### config.mk
export PLATFORM = sky130hd
export DESIGN_NAME = der_public_key_decoder_core
export DESIGN_NICKNAME = d
export VERILOG_FILES = /design/src/hdl/dpkd_pkg.sv /design/src/hdl/der_public_key_decoder_core.sv /design/src/hdl/dpkd_parser.sv /design/src/hdl/dpkd_store.sv /design/src/hdl/dpkd_emitter.sv
export SDC_FILE = /design/constraint.sdc
export NUM_CORES = 1
export LEC_CHECK = 0
export BUFFER_PORTS_ARGS = -buffer_cell sky130_fd_sc_hd__buf_2
export CELL_PAD_IN_SITES_DETAIL_PLACEMENT = 0
export CELL_PAD_IN_SITES_GLOBAL_PLACEMENT = 1
export CORE_MARGIN = 3
export CORE_UTILIZATION = 45
export DETAILED_ROUTE_END_ITERATION = 8
export PLACE_DENSITY_LB_ADDON = 0.1
export SLEW_MARGIN = 40
export SYNTH_ARGS = -nofsm -noshare
export SYNTH_HDL_FRONTEND = slang
export SYNTH_SLANG_ARGS = --single-unit
export TNS_END_PERCENT = 100
### constraint.sdc
create_clock -name clk_i -period 7.14 [get_ports clk_i]
set_input_delay 1.428 -clock clk_i [delete_from_list [all_inputs] [get_ports clk_i]]
set_output_delay 1.428 -clock clk_i [all_outputs]
set_load 0.01 [all_outputs]
### src/hdl/dpkd_pkg.sv
// dpkd_pkg: shared types and constants for the der public key decoder
// holds the parse phase enum, payload structs and the store port structs
// no dependencies
package dpkd_pkg;

  localparam int unsigned FIELD_BYTES     = 28;
  localparam int unsigned MAX_INPUT_BYTES = 512;

  localparam int unsigned CNT_W   = $clog2(MAX_INPUT_BYTES + 1);
  localparam int unsigned END_W   = $clog2(MAX_INPUT_BYTES + 129);
  localparam int unsigned SLOT_W  = $clog2(FIELD_BYTES + 1);
  localparam int unsigned ADDR_W  = (FIELD_BYTES > 1) ? $clog2(FIELD_BYTES) : 1;
  localparam int unsigned RIDX_W  = $clog2(2 * FIELD_BYTES);

  localparam logic [7:0] TAG_SEQ     = 8'h30;
  localparam logic [7:0] TAG_INT     = 8'h02;
  localparam logic [7:0] TAG_BITS    = 8'h03;
  localparam logic [7:0] SIZE_BYTE   = 8'(FIELD_BYTES & 8'hFF);

  typedef enum logic [3:0] {
    PH_SEQ_TAG, PH_SEQ_LEN, PH_BIT_TAG, PH_BIT_LEN, PH_BIT_BODY,
    PH_SZ_TAG, PH_SZ_LEN, PH_SZ_VAL, PH_X_TAG, PH_X_LEN, PH_X_BODY,
    PH_Y_TAG, PH_Y_LEN, PH_Y_BODY, PH_DONE
  } phase_e;

  typedef struct packed {
    logic [7:0] data_byte;
    logic       final_byte;
  } in_item_t;

  typedef struct packed {
    logic       status;
    logic       coordinate;
    logic [4:0] byte_index;
    logic [7:0] coord_byte;
    logic       run_end;
  } out_item_t;

  // write side of the coordinate stores
  typedef struct packed {
    logic              clr;
    logic              put;
    logic              sel;
    logic [ADDR_W-1:0] addr;
    logic [7:0]        data;
  } st_wr_t;

  typedef struct packed {
    logic              sel;
    logic [ADDR_W-1:0] addr;
  } st_rd_t;

  typedef struct packed {
    logic done;
    logic ok;
  } run_t;

endpackage

### src/hdl/der_public_key_decoder_core.sv
// der_public_key_decoder_core: streaming decoder of an encoded ec public key
// input bytes are taken one per cycle while in_stall_o is low; the final byte's results start on the next cycle
// a good run gives 2*FIELD_BYTES words (56), one per cycle when not stalled; a bad one gives one
// input is stalled while results drain, so a new run's bytes are taken only after the last word is taken
// asynchronous active-low reset returns the parser to the sequence tag and empties both stores
// depends on dpkd_pkg, dpkd_parser, dpkd_store, dpkd_emitter
module der_public_key_decoder_core import dpkd_pkg::*; (
  input  logic      clk_i,
  input  logic      rst_ni,
  input  logic      in_valid_i,
  output logic      in_stall_o,
  input  in_item_t  in_data_i,
  output logic      out_valid_o,
  input  logic      out_stall_i,
  output out_item_t out_data_o
);

  logic       busy;
  logic       accept;
  st_wr_t     st_wr;
  st_rd_t     st_rd;
  run_t       run;
  logic [7:0] rd_data;

  assign in_stall_o = busy;
  assign accept     = in_valid_i && !busy;

  dpkd_parser u_parser (
    .clk_i    (clk_i),
    .rst_ni   (rst_ni),
    .accept_i (accept),
    .item_i   (in_data_i),
    .st_wr_o  (st_wr),
    .run_o    (run)
  );

  dpkd_store u_store (
    .clk_i     (clk_i),
    .rst_ni    (rst_ni),
    .wr_i      (st_wr),
    .rd_i      (st_rd),
    .rd_data_o (rd_data)
  );

  dpkd_emitter u_emitter (
    .clk_i       (clk_i),
    .rst_ni      (rst_ni),
    .run_i       (run),
    .rd_o        (st_rd),
    .rd_data_i   (rd_data),
    .busy_o      (busy),
    .out_valid_o (out_valid_o),
    .out_stall_i (out_stall_i),
    .out_data_o  (out_data_o)
  );

endmodule

### src/hdl/dpkd_parser.sv
// dpkd_parser: per-byte tlv parse state and extent checks
// drives the coordinate store writes and reports the run outcome on the final byte
// depends on dpkd_pkg
module dpkd_parser import dpkd_pkg::*; (
  input  logic     clk_i,
  input  logic     rst_ni,
  input  logic     accept_i,
  input  in_item_t item_i,
  output st_wr_t   st_wr_o,
  output run_t     run_o
);

  phase_e            phase_q, phase_d;
  logic [6:0]        rem_q, rem_d;
  logic [CNT_W-1:0]  seen_q, seen_d;
  logic [CNT_W-1:0]  req_end_q, req_end_d;
  logic              failed_q, failed_d;
  logic              first_q, first_d;
  logic [SLOT_W-1:0] slot_q, slot_d;

  logic [7:0]        b;
  logic [END_W-1:0]  ext_end;
  logic              len_ok;
  logic [6:0]        vsize;
  logic [SLOT_W-1:0] slot_base;
  logic              fail_n;
  logic              is_x;

  assign b         = item_i.data_byte;
  assign ext_end   = END_W'(seen_q) + END_W'(1) + END_W'(b[6:0]);
  assign len_ok    = !b[7] && (ext_end <= END_W'(MAX_INPUT_BYTES));
  assign vsize     = rem_q - 7'(b == 8'h00);
  assign slot_base = SLOT_W'(FIELD_BYTES) - vsize[SLOT_W-1:0];
  assign is_x      = (phase_q == PH_X_BODY);

  always_comb begin
    phase_d   = phase_q;
    rem_d     = rem_q;
    seen_d    = seen_q;
    req_end_d = req_end_q;
    first_d   = first_q;
    slot_d    = slot_q;
    fail_n    = 1'b0;
    st_wr_o   = '0;
    st_wr_o.sel  = !is_x;
    st_wr_o.data = b;

    if (!failed_q) begin
      if (seen_q >= CNT_W'(MAX_INPUT_BYTES)) begin
        fail_n = 1'b1;
      end else begin
        seen_d = seen_q + CNT_W'(1);
        unique case (phase_q)
          PH_SEQ_TAG: begin
            if (b != TAG_SEQ) fail_n = 1'b1;
            else phase_d = PH_SEQ_LEN;
          end
          PH_SEQ_LEN, PH_BIT_LEN, PH_SZ_LEN, PH_X_LEN, PH_Y_LEN: begin
            if (!len_ok) begin
              fail_n = 1'b1;
            end else begin
              if (ext_end > END_W'(req_end_q)) req_end_d = ext_end[CNT_W-1:0];
              rem_d = b[6:0];
              unique case (phase_q)
                PH_SEQ_LEN: phase_d = PH_BIT_TAG;
                PH_BIT_LEN: phase_d = (b[6:0] == 7'd0) ? PH_SZ_TAG : PH_BIT_BODY;
                PH_SZ_LEN: begin
                  if (b != 8'h01) fail_n = 1'b1;
                  else phase_d = PH_SZ_VAL;
                end
                PH_X_LEN: begin
                  if (b == 8'h00) fail_n = 1'b1;
                  else begin
                    first_d = 1'b1;
                    phase_d = PH_X_BODY;
                  end
                end
                default: begin
                  if (b == 8'h00) fail_n = 1'b1;
                  else begin
                    first_d = 1'b1;
                    phase_d = PH_Y_BODY;
                  end
                end
              endcase
            end
          end
          PH_BIT_TAG: begin
            if (b != TAG_BITS) fail_n = 1'b1;
            else phase_d = PH_BIT_LEN;
          end
          PH_BIT_BODY: begin
            rem_d = rem_q - 7'd1;
            if (rem_d == 7'd0) phase_d = PH_SZ_TAG;
          end
          PH_SZ_TAG: begin
            if (b != TAG_INT) fail_n = 1'b1;
            else phase_d = PH_SZ_LEN;
          end
          PH_SZ_VAL: begin
            if (b != SIZE_BYTE) fail_n = 1'b1;
            else phase_d = PH_X_TAG;
          end
          PH_X_TAG: begin
            if (b != TAG_INT) fail_n = 1'b1;
            else phase_d = PH_X_LEN;
          end
          PH_Y_TAG: begin
            if (b != TAG_INT) fail_n = 1'b1;
            else phase_d = PH_Y_LEN;
          end
          PH_X_BODY, PH_Y_BODY: begin
            if (first_q) begin
              // first value byte: a leading zero is stripped, value right-aligned
              if (vsize > 7'(FIELD_BYTES)) begin
                fail_n = 1'b1;
              end else begin
                st_wr_o.clr = 1'b1;
                first_d     = 1'b0;
                slot_d      = slot_base;
                if (b != 8'h00) begin
                  st_wr_o.put  = 1'b1;
                  st_wr_o.addr = slot_base[ADDR_W-1:0];
                  slot_d       = slot_base + SLOT_W'(1);
                end
              end
            end else if (slot_q < SLOT_W'(FIELD_BYTES)) begin
              st_wr_o.put  = 1'b1;
              st_wr_o.addr = slot_q[ADDR_W-1:0];
              slot_d       = slot_q + SLOT_W'(1);
            end
            if (!fail_n) begin
              rem_d = rem_q - 7'd1;
              if (rem_d == 7'd0) begin
                first_d = 1'b1;
                phase_d = is_x ? PH_Y_TAG : PH_DONE;
              end
            end
          end
          default: ;
        endcase
      end
    end

    failed_d  = failed_q | fail_n;
    run_o.done = accept_i && item_i.final_byte;
    run_o.ok   = !failed_d && (phase_d == PH_DONE) && (seen_d >= req_end_d);

    if (!accept_i) begin
      st_wr_o.clr = 1'b0;
      st_wr_o.put = 1'b0;
    end

    // end of run: back to the state after reset, stores keep their contents
    if (run_o.done) begin
      phase_d   = PH_SEQ_TAG;
      rem_d     = '0;
      seen_d    = '0;
      req_end_d = '0;
      failed_d  = 1'b0;
      first_d   = 1'b1;
      slot_d    = '0;
    end
  end

  always_ff @(posedge clk_i or negedge rst_ni) begin
    if (!rst_ni) begin
      phase_q   <= PH_SEQ_TAG;
      rem_q     <= '0;
      seen_q    <= '0;
      req_end_q <= '0;
      failed_q  <= 1'b0;
      first_q   <= 1'b1;
      slot_q    <= '0;
    end else if (accept_i) begin
      phase_q   <= phase_d;
      rem_q     <= rem_d;
      seen_q    <= seen_d;
      req_end_q <= req_end_d;
      failed_q  <= failed_d;
      first_q   <= first_d;
      slot_q    <= slot_d;
    end
  end

  a_final_resets: assert property (@(posedge clk_i) disable iff (!rst_ni)
    run_o.done |=> (phase_q == PH_SEQ_TAG) && (seen_q == '0) && !failed_q)
    else $error("parse state not restored after final byte");

  a_failed_no_write: assert property (@(posedge clk_i) disable iff (!rst_ni)
    failed_q |-> !st_wr_o.put && !st_wr_o.clr)
    else $error("store written after the run failed");

  a_write_in_range: assert property (@(posedge clk_i) disable iff (!rst_ni)
    st_wr_o.put |-> (32'(st_wr_o.addr) < FIELD_BYTES))
    else $error("store write beyond field width");

endmodule

### src/hdl/dpkd_store.sv
// dpkd_store: x and y coordinate stores with per-entry valid bits
// an entry that is not valid reads as zero; depends on dpkd_pkg
module dpkd_store import dpkd_pkg::*; (
  input  logic       clk_i,
  input  logic       rst_ni,
  input  st_wr_t     wr_i,
  input  st_rd_t     rd_i,
  output logic [7:0] rd_data_o
);

  logic [7:0]             x_mem_q [FIELD_BYTES];
  logic [7:0]             y_mem_q [FIELD_BYTES];
  logic [FIELD_BYTES-1:0] x_vld_q, x_vld_d;
  logic [FIELD_BYTES-1:0] y_vld_q, y_vld_d;

  always_comb begin
    x_vld_d = x_vld_q;
    y_vld_d = y_vld_q;
    if (wr_i.clr) begin
      if (wr_i.sel) y_vld_d = '0;
      else x_vld_d = '0;
    end
    if (wr_i.put) begin
      if (wr_i.sel) y_vld_d[wr_i.addr] = 1'b1;
      else x_vld_d[wr_i.addr] = 1'b1;
    end
  end

  always_ff @(posedge clk_i or negedge rst_ni) begin
    if (!rst_ni) begin
      x_vld_q <= '0;
      y_vld_q <= '0;
    end else begin
      x_vld_q <= x_vld_d;
      y_vld_q <= y_vld_d;
    end
  end

  always_ff @(posedge clk_i) begin
    if (wr_i.put) begin
      if (wr_i.sel) y_mem_q[wr_i.addr] <= wr_i.data;
      else x_mem_q[wr_i.addr] <= wr_i.data;
    end
  end

  always_comb begin
    if (rd_i.sel) rd_data_o = y_vld_q[rd_i.addr] ? y_mem_q[rd_i.addr] : 8'h00;
    else rd_data_o = x_vld_q[rd_i.addr] ? x_mem_q[rd_i.addr] : 8'h00;
  end

endmodule

### src/hdl/dpkd_emitter.sv
// dpkd_emitter: result register and sequencing of the coordinate words
// sends x then y high byte first, or one error word; depends on dpkd_pkg
module dpkd_emitter import dpkd_pkg::*; (
  input  logic       clk_i,
  input  logic       rst_ni,
  input  run_t       run_i,
  output st_rd_t     rd_o,
  input  logic [7:0] rd_data_i,
  output logic       busy_o,
  output logic       out_valid_o,
  input  logic       out_stall_i,
  output out_item_t  out_data_o
);

  logic              vld_q;
  logic [RIDX_W-1:0] idx_q, idx_n;
  out_item_t         out_q, out_d;
  logic              take;
  logic              start;
  logic              is_y;
  logic [4:0]        k;

  assign take  = vld_q && !out_stall_i;
  assign start = run_i.done;
  assign idx_n = start ? '0 : idx_q + RIDX_W'(1);
  assign is_y  = (32'(idx_n) >= FIELD_BYTES);
  assign k     = is_y ? 5'(32'(idx_n) - FIELD_BYTES) : 5'(idx_n);

  // x is complete before the final byte, so reading x[0] at start is safe
  assign rd_o.sel  = is_y;
  assign rd_o.addr = k[ADDR_W-1:0];

  always_comb begin
    out_d.status     = 1'b0;
    out_d.coordinate = is_y;
    out_d.byte_index = k;
    out_d.coord_byte = rd_data_i;
    out_d.run_end    = (32'(idx_n) == 2 * FIELD_BYTES - 1);
    if (start && !run_i.ok) begin
      out_d = '0;
      out_d.status  = 1'b1;
      out_d.run_end = 1'b1;
    end
  end

  always_ff @(posedge clk_i or negedge rst_ni) begin
    if (!rst_ni) begin
      vld_q <= 1'b0;
      idx_q <= '0;
    end else if (start) begin
      vld_q <= 1'b1;
      idx_q <= '0;
    end else if (take) begin
      vld_q <= !out_q.run_end;
      idx_q <= idx_n;
    end
  end

  always_ff @(posedge clk_i) begin
    if (start || (take && !out_q.run_end)) out_q <= out_d;
  end

  assign busy_o      = vld_q;
  assign out_valid_o = vld_q;
  assign out_data_o  = out_q;

  a_start_when_idle: assert property (@(posedge clk_i) disable iff (!rst_ni)
    start |-> !vld_q)
    else $error("run finished while results still pending");

  a_error_single: assert property (@(posedge clk_i) disable iff (!rst_ni)
    vld_q && out_q.status |-> out_q.run_end && (out_q.coord_byte == 8'h00))
    else $error("error result is not a single word");

  a_last_goes_idle: assert property (@(posedge clk_i) disable iff (!rst_ni)
    take && out_q.run_end |=> !vld_q)
    else $error("results continue after the last word");

endmodule
[Word level (Yosys, flattened, before mapping)]
Memory sizes are Yosys's and may differ from the RTL's.
Cells that the tools add are included.
Word-level totals
  register bits after elaboration: 117
  memories: 2
  memory bits (writable): 448
Memories
  u_store.x_mem_q: words 28, bits a word 8, rd ports 1, clocked after memory_dff 0, wr ports 1, line dpkd_store.sv:11  | logic [7:0] x_mem_q [FIELD_BYTES];
  u_store.y_mem_q: words 28, bits a word 8, rd ports 1, clocked after memory_dff 0, wr ports 1, line dpkd_store.sv:12  | logic [7:0] y_mem_q [FIELD_BYTES];
Cells by class
  multiplexer cells: 115
  eq/ne operators: 27
  bitwise logic cells: 3
  $lt $le $gt $ge: 10
  add/subtract/negate cells: 9
  reductions and logical operators: 34
Operator list (number)
  $mux 28: 8
  $mux 10: 9
  $mux 5: 16
  $mux 4: 16
  $or 28x28->28: 2
  $mux 1: 39
  $pmux 4 s9: 1
  $mux 7: 5
  $eq 4x4->1 const B: 7
  $mux 8: 3
  $pmux 7 s3: 1
  $mux 6: 3
  $eq 4x3->1 const B: 4
  $mux 16: 1
  $ne 8x2->1 const B: 2
  $pmux 4 s4: 1
  $logic_not 7->1: 2
  $lt 5x6->1 const B: 2
  $ne 3x2->1 const B: 4
  $reduce_and 6->1: 2
  $add 10x1->10 const B: 1
  $add 10x7->10: 1
  $add 5x1->5 const B: 2
  $bmux 1 s5: 2
  40 further kinds: 64

[Longest topological paths before layout]
  depth in word-level cells: 18
  depth in mapped cells: 30

[By module]
A second synthesis with hierarchy kept.
Second synthesis, totals
  cell total of the unflattened synthesis: 1635
  area, all modules: 25331.8 µm²
By module, submodules not included
  dpkd_store: seq. area each 14854.2 µm², times used 1, area an instance 19891.6 µm², cells each 993
  dpkd_parser: seq. area each 952.2 µm², times used 1, area an instance 4271.6 µm², cells each 544
  dpkd_emitter: seq. area each 655.6 µm², times used 1, area an instance 1154.9 µm², cells each 97
  der_public_key_decoder_core: seq. area each 0.0 µm², times used 1, area an instance 13.8 µm², cells each 1

[Least setup slack after synthesis]
Ideal clock, no wire load.
  path type: in2reg
  start: input in_data_i[1] in the netlist's numbering
  end: register u_emitter.out_q (netlist bit u_emitter.out_data_o[0]) (data pin)
  slack: 1018 ps
  cell stages on the path: 25
  arrival time: 5847 ps
  data required time: 6866 ps
  path buffers: 1
  cells stage by stage: ha_1 -> inv_1 -> fa_1 -> nor2b_1 -> o31a_1 -> nor4_1 -> nor4_1 -> nor2_1 -> ha_1 -> nand4_1 -> or3_1 -> nand4_1 -> clkbuf_1 -> o21ai_0 -> ha_1 -> nand2b_1 -> a21o_1 -> a21o_1 -> a211oi_1 -> o21a_1 -> o31ai_1 -> o211ai_1 -> a31o_1 -> o31ai_4 -> o21ai_1
On the way
  cells in the longest elaborated chain, start to end: 17
Ends and longest elaborated chain
  from (decl): line der_public_key_decoder_core.sv:12  | input in_item_t in_data_i,
  $logic_not 8->1: line dpkd_parser.sv:32, dpkd_parser.sv:72, dpkd_parser.sv:79
  $sub 7x1->7: line dpkd_parser.sv:32  | assign vsize = rem_q - 7'(b == 8'h00);
  $gt 7x5->1: line dpkd_parser.sv:115  | if (vsize > 7'(FIELD_BYTES)) begin
  $mux 1: line dpkd_parser.sv:115
  $mux 1: line dpkd_parser.sv:113  | if (first_q) begin
  $mux 1: line dpkd_parser.sv:53  | unique case (phase_q)
  $mux 1: line dpkd_parser.sv:49  | if (seen_q >= CNT_W'(MAX_INPUT_BYTES)) begin
  $mux 1: line dpkd_parser.sv:48  | if (!failed_q) begin
  $mux 4 or $pmux 1 s6 (tied branches): line dpkd_parser.sv:132, dpkd_parser.sv:53
  $pmux 4 s9 or $mux 1 (tied branches): line dpkd_parser.sv:53, dpkd_parser.sv:49
  $mux 4 or $mux 1 (tied branches): line dpkd_parser.sv:49, dpkd_parser.sv:48
  $mux 4 or $or 1x1->1 (tied branches): line dpkd_parser.sv:48, dpkd_parser.sv:145
  $eq 4x4->1 or $logic_not 1->1 (tied branches): line dpkd_parser.sv:147  | run_o.ok = !failed_d && (phase_d == PH_DONE) && (seen_d >= req_end_d);
  $logic_and 1x1->1: line dpkd_parser.sv:147
  $logic_and 1x1->1 (*): line dpkd_parser.sv:147
  $logic_not 1->1 (*): line dpkd_emitter.sv:39  | if (start && !run_i.ok) begin
  $logic_and 1x1->1 (*): line dpkd_emitter.sv:39
  to (signal assigned): line dpkd_emitter.sv:60  | if (start || (take && !out_q.run_end)) out_q <= out_d;
  to (decl): line dpkd_emitter.sv:17  | out_item_t out_q, out_d;
Mark *: on every way between the ends. The rest lies on a longest branch, timed or not. The select of a mux whose other input is x is not followed.
A chain may end at the register's enable or synchronous reset.

[Final worst setup path]
  start: register u_parser.seen_q[0]
  end: register u_emitter.out_q (netlist bit u_emitter.out_data_o[0]) (data pin)
On the way
  cells in the longest elaborated chain, start to end: 14
Ends and longest elaborated chain
  from (decl): line dpkd_parser.sv:15  | logic [CNT_W-1:0] seen_q, seen_d;
  from (signal assigned): line dpkd_parser.sv:178  | seen_q <= seen_d;
  parallel branches: the longest is 11 deep, another holds $add 10x1->10
  $logic_and 1x1->1 (*): line dpkd_parser.sv:147
  $logic_not 1->1 (*): line dpkd_emitter.sv:39
  $logic_and 1x1->1 (*): line dpkd_emitter.sv:39
Mark *: on every way between the ends.

==> summary.md <==
| Metric | Value |
|---|---|
| Pwr dens | `approximately 370 nW/um^2` |
| Tcrit/Tclk final | `0.909` |
| Post-DRT Antenna Nets | `0` |
| Clock sink count | `approximately 570` |
| Die width | `247 um` |
| Setup_tns | `0 ns` |
| Required @ worst endpoint | `7.51 ns` |
| Drt initial violations | `1,546` |
| Starting Density | `0.460` |
| Ys flop type | `edfxtp_1` |
| I/O pin total | `31` |
| Hold-critical path depth | `2` |
| CTS max path bufs | `3` |
| Multiplexer area fraction after synthesis | `0.0376` |
| Routability cong. | `0.855` |
| Vias per cell | `a little under 6` |
| R2r worst-path depth | `28` |
| Skew final | `0.0376 ns` |
| Vias post-DR | `18,077` |
| Post-synthesis instance total | `2,204` |
| Hold Vio Cnt, Final | `0` |
| # fillers | `4,900` |
| Dpl ws | `0.316 ns` |
| Vias in the first global route | `between 15,000 and 20,000` |
| Critical Path AT | `6.86 ns` |
| R2r setup slk | `0.65 ns` |
| Async SR Flop Fraction | `0.179` |
| Beginning of the worst hold path | `u_store.x_vld_q[7]` |
| Mapped Nets | `between 2,000 and 2,500` |
| Root Driver | `clkbuf_16` |
| Worst slew margin | `0.422` |
| Number of buffers added on ports | `30` |
| Worst VDD drop | `0.309 mV` |
| First-pass GRT wire length | `approximately 110 mm` |
| Hold path endpoint | `u_store.x_vld_q[7]` |
| Clock latency on the worst-skew pair | `0.64 ns` |
| Hold Worst Slack | `around 0.48 ns` |
| Largest net degree at the start of global routing | `a little over 70` |
| Clock-pin transition on the worst setup and hold timing paths | `0.06 ns` |
| Area grow syn2layout | `12.8%` |
| Routed WL per cell | `24.1 um` |
| Syn Std Cell Area | `26,200 sq um` |
| PnR worst setup slack | `roughly 0.65 ns` |
| DIE AREA | `~61,000 sq um` |
| CP dominant cell by count | `ha_1` |
| H-tree levels | `2` |
| Synthesized area per cell | `11.9 sq um` |
| CP Capture Type | `flip-flop` |
| Worst hold path class | `flip-flop to flip-flop` |
| Max-slew violation count | `0` |
| Reg-to-Reg End | `u_emitter.out_data_o[0]` |
| Inserted Diodes | `0` |
| Outcome | `finished, final reports clean` |
| Global route overflow | `0` |
| Slew @ Worst Pin | `0.863 ns` |
| Synth area leader | `edfxtp_1` |
| Drt total wl | `around 74 mm` |
| #FFs+latches synth | `~570` |
| Startpoint types | `flip-flop` |
| Seq/Total Area, Yosys | `0.629` |
| Worst path slowest cell | `dfrtp_1` |
| # hold bufs at CTS | `0` |
| Fmax | `154 MHz` |
| Initial antenna violation count | `2` |
| RR Startpoint | `u_parser.seen_q[0]` |
| Num CTS Buffers | `between 50 and 60` |
| Final min period | `6.49 ns` |
| Final setup violation count | `0` |
| Nets | `~2,300` |
| Post-synth cell types | `89` |
| Total track usage | `0.243` |
| Top-count cell post-synth | `edfxtp_1` |
| Post-Synth Adder-Cell Area | `0.0227` |
| Synth Area in Compound Gates | `0.140` |
| Max_cap viols | `0` |
| Post-synth top area share | `0.532` |
| Post-synth EDFFs | `464` |
| Area share of xor/xnor cells in the synthesized design | `0.0127` |
| CTS tree | `built` |
| RSZ-0062 raised after global routing | `false` |
| Die span in y | `~250 um` |
| Synth Warn # | `0` |
| Detailed placer's ending HPWL | `between 40 and 50 mm` |
| Core ar. | `around 57,000 sq um` |
| Row count | `87` |
| Post-Synth Simple-Gate Area | `0.126` |
| Share of layout cells above drive strength 1 | `0.127` |
| Slowest stage delay, CP | `~0.48 ns` |
| Drt drc | `0` |
| Post-CTS setup buffers | `0` |
| Top fanout value on the critical path | `18` |
| Leakage power | `10.6 nW` |
| Setup CP Type | `flip-flop to flip-flop` |
| Largest cells by area after synthesis | `edfxtp_1, dfrtp_1, nand2_1` |
| Top cells by count, synth | `edfxtp_1, nand2_1, nor2_1` |
| Post-CTS sizing | `0` |
| Largest family of logic cells by synthesized area | `compound AO/OA/AOI/OAI gates` |
| Drt first pass iters | `7` |
[cell type report]
type / count / area, sq um / area share
clock buffer: 69 / 1530 / 0.0520
clock inverter: 40 / 402 / 0.0136
inverter: 54 / 203 / 0.00687
multi-input combinational: 1426 / 8910 / 0.302
sequential: 565 / 16500 / 0.558
tap: 756 / 946 / 0.0320
timing repair buffer: 146 / 1050 / 0.0356
[report_power, final]
part           switching, mW  internal (mW)
clock network           1.30           1.79
registers              0.202           3.67
logic                   2.56           1.29
total                   4.06           6.75
[metal layers]
layer,part of all wire,global-route usage
met1,0.46,0.354
met5,0.00033,0
met3,0.059,0.0384
met2,0.46,0.377
met4,0.030,0.0746
[metrics by stage]
stage	instance area [sq um]	cells	total power, mW	util
4_1_cts	29500	3054	10.8	0.518
2_1_floorplan	26200	2204	6.46	-
3_3_place_gp	27500	2945	7.72	0.483
5_1_grt	29500	3056	11.4	0.518
6_report	29500	3056	10.8	0.518
3_5_place_dp	27500	2945	7.74	0.484
[sequential cells by signal, indices dropped and copies added (netlist names)]
name	flops
u_parser.req_end_q	10
u_store.y_vld_q	28
u_store.x_mem_q	224
u_parser.slot_q	5
u_parser.seen_q	10
u_store.y_mem_q	224
u_parser.rem_q	7
u_parser.failed_q	1
u_parser.first_q	1
u_store.x_vld_q	28
u_emitter.busy_o	1
u_parser.phase_q	4
u_emitter.out_data_o	16
u_emitter.idx_q	6
[how the worst max path moves through the flow]
stage,startpoint,to,slack (ns),cells past startpoint
global route,u_parser.seen_q[0],u_emitter.out_data_o[0],0.08,28
floorplan,in_data_i[1],u_emitter.out_data_o[0],1.02,25
detailed placement,in_data_i[3],u_emitter.out_data_o[0],0.32,25
finish,u_parser.seen_q[0],u_emitter.out_data_o[0],0.65,28
CTS,u_parser.seen_q[0],u_emitter.out_data_o[0],0.61,28
global placement,in_data_i[3],u_emitter.out_data_o[0],0.39,25
[critical path, delay by kind of cell, from the launching register on]
kind | cells | cell delay [ns]
XOR/XNOR | 2 | 0.57
adder cells (fa/ha/maj) | 4 | 1.22
AND/OR/NAND/NOR | 6 | 1.18
buffers and inverters | 3 | 0.66
flip-flops | 1 | 0.48
AO/OA/AOI/OAI | 13 | 2.12
[layout by cell type, fill, tap and decap left out, types with 13 or more instances in the layout]
cell type / netlist / layout
a211oi_1: 63 / 63
a21oi_1: 93 / 93
a311oi_1: 58 / 58
a31oi_1: 20 / 20
and2_1: 45 / 45
and3_1: 14 / 14
buf_2: 14 / 29
buf_4: 2 / 114
clkbuf_16: 0 / 59
clkinv_2: 0 / 15
dfrtp_1: 100 / 97
edfxtp_1: 464 / 464
ha_1: 45 / 44
inv_1: 48 / 47
mux2i_1: 71 / 71
nand2_1: 324 / 320
nand3_1: 58 / 57
nor2_1: 134 / 132
nor2b_1: 16 / 16
nor3_1: 46 / 46
nor4_1: 14 / 14
o21ai_0: 123 / 122
o221ai_1: 26 / 26
o22ai_1: 17 / 17
or3_1: 16 / 16
xnor2_1: 20 / 20
xor2_1: 13 / 13
[cells by family after synthesis]
logic type | after synthesis
simple gates | 722
flops | 565
compound gates | 533
buf+inv | 213
mux | 89
fa+ha+maj | 47
xor+xnor | 35
No activity file was read; power rests on OpenSTA's default activity.
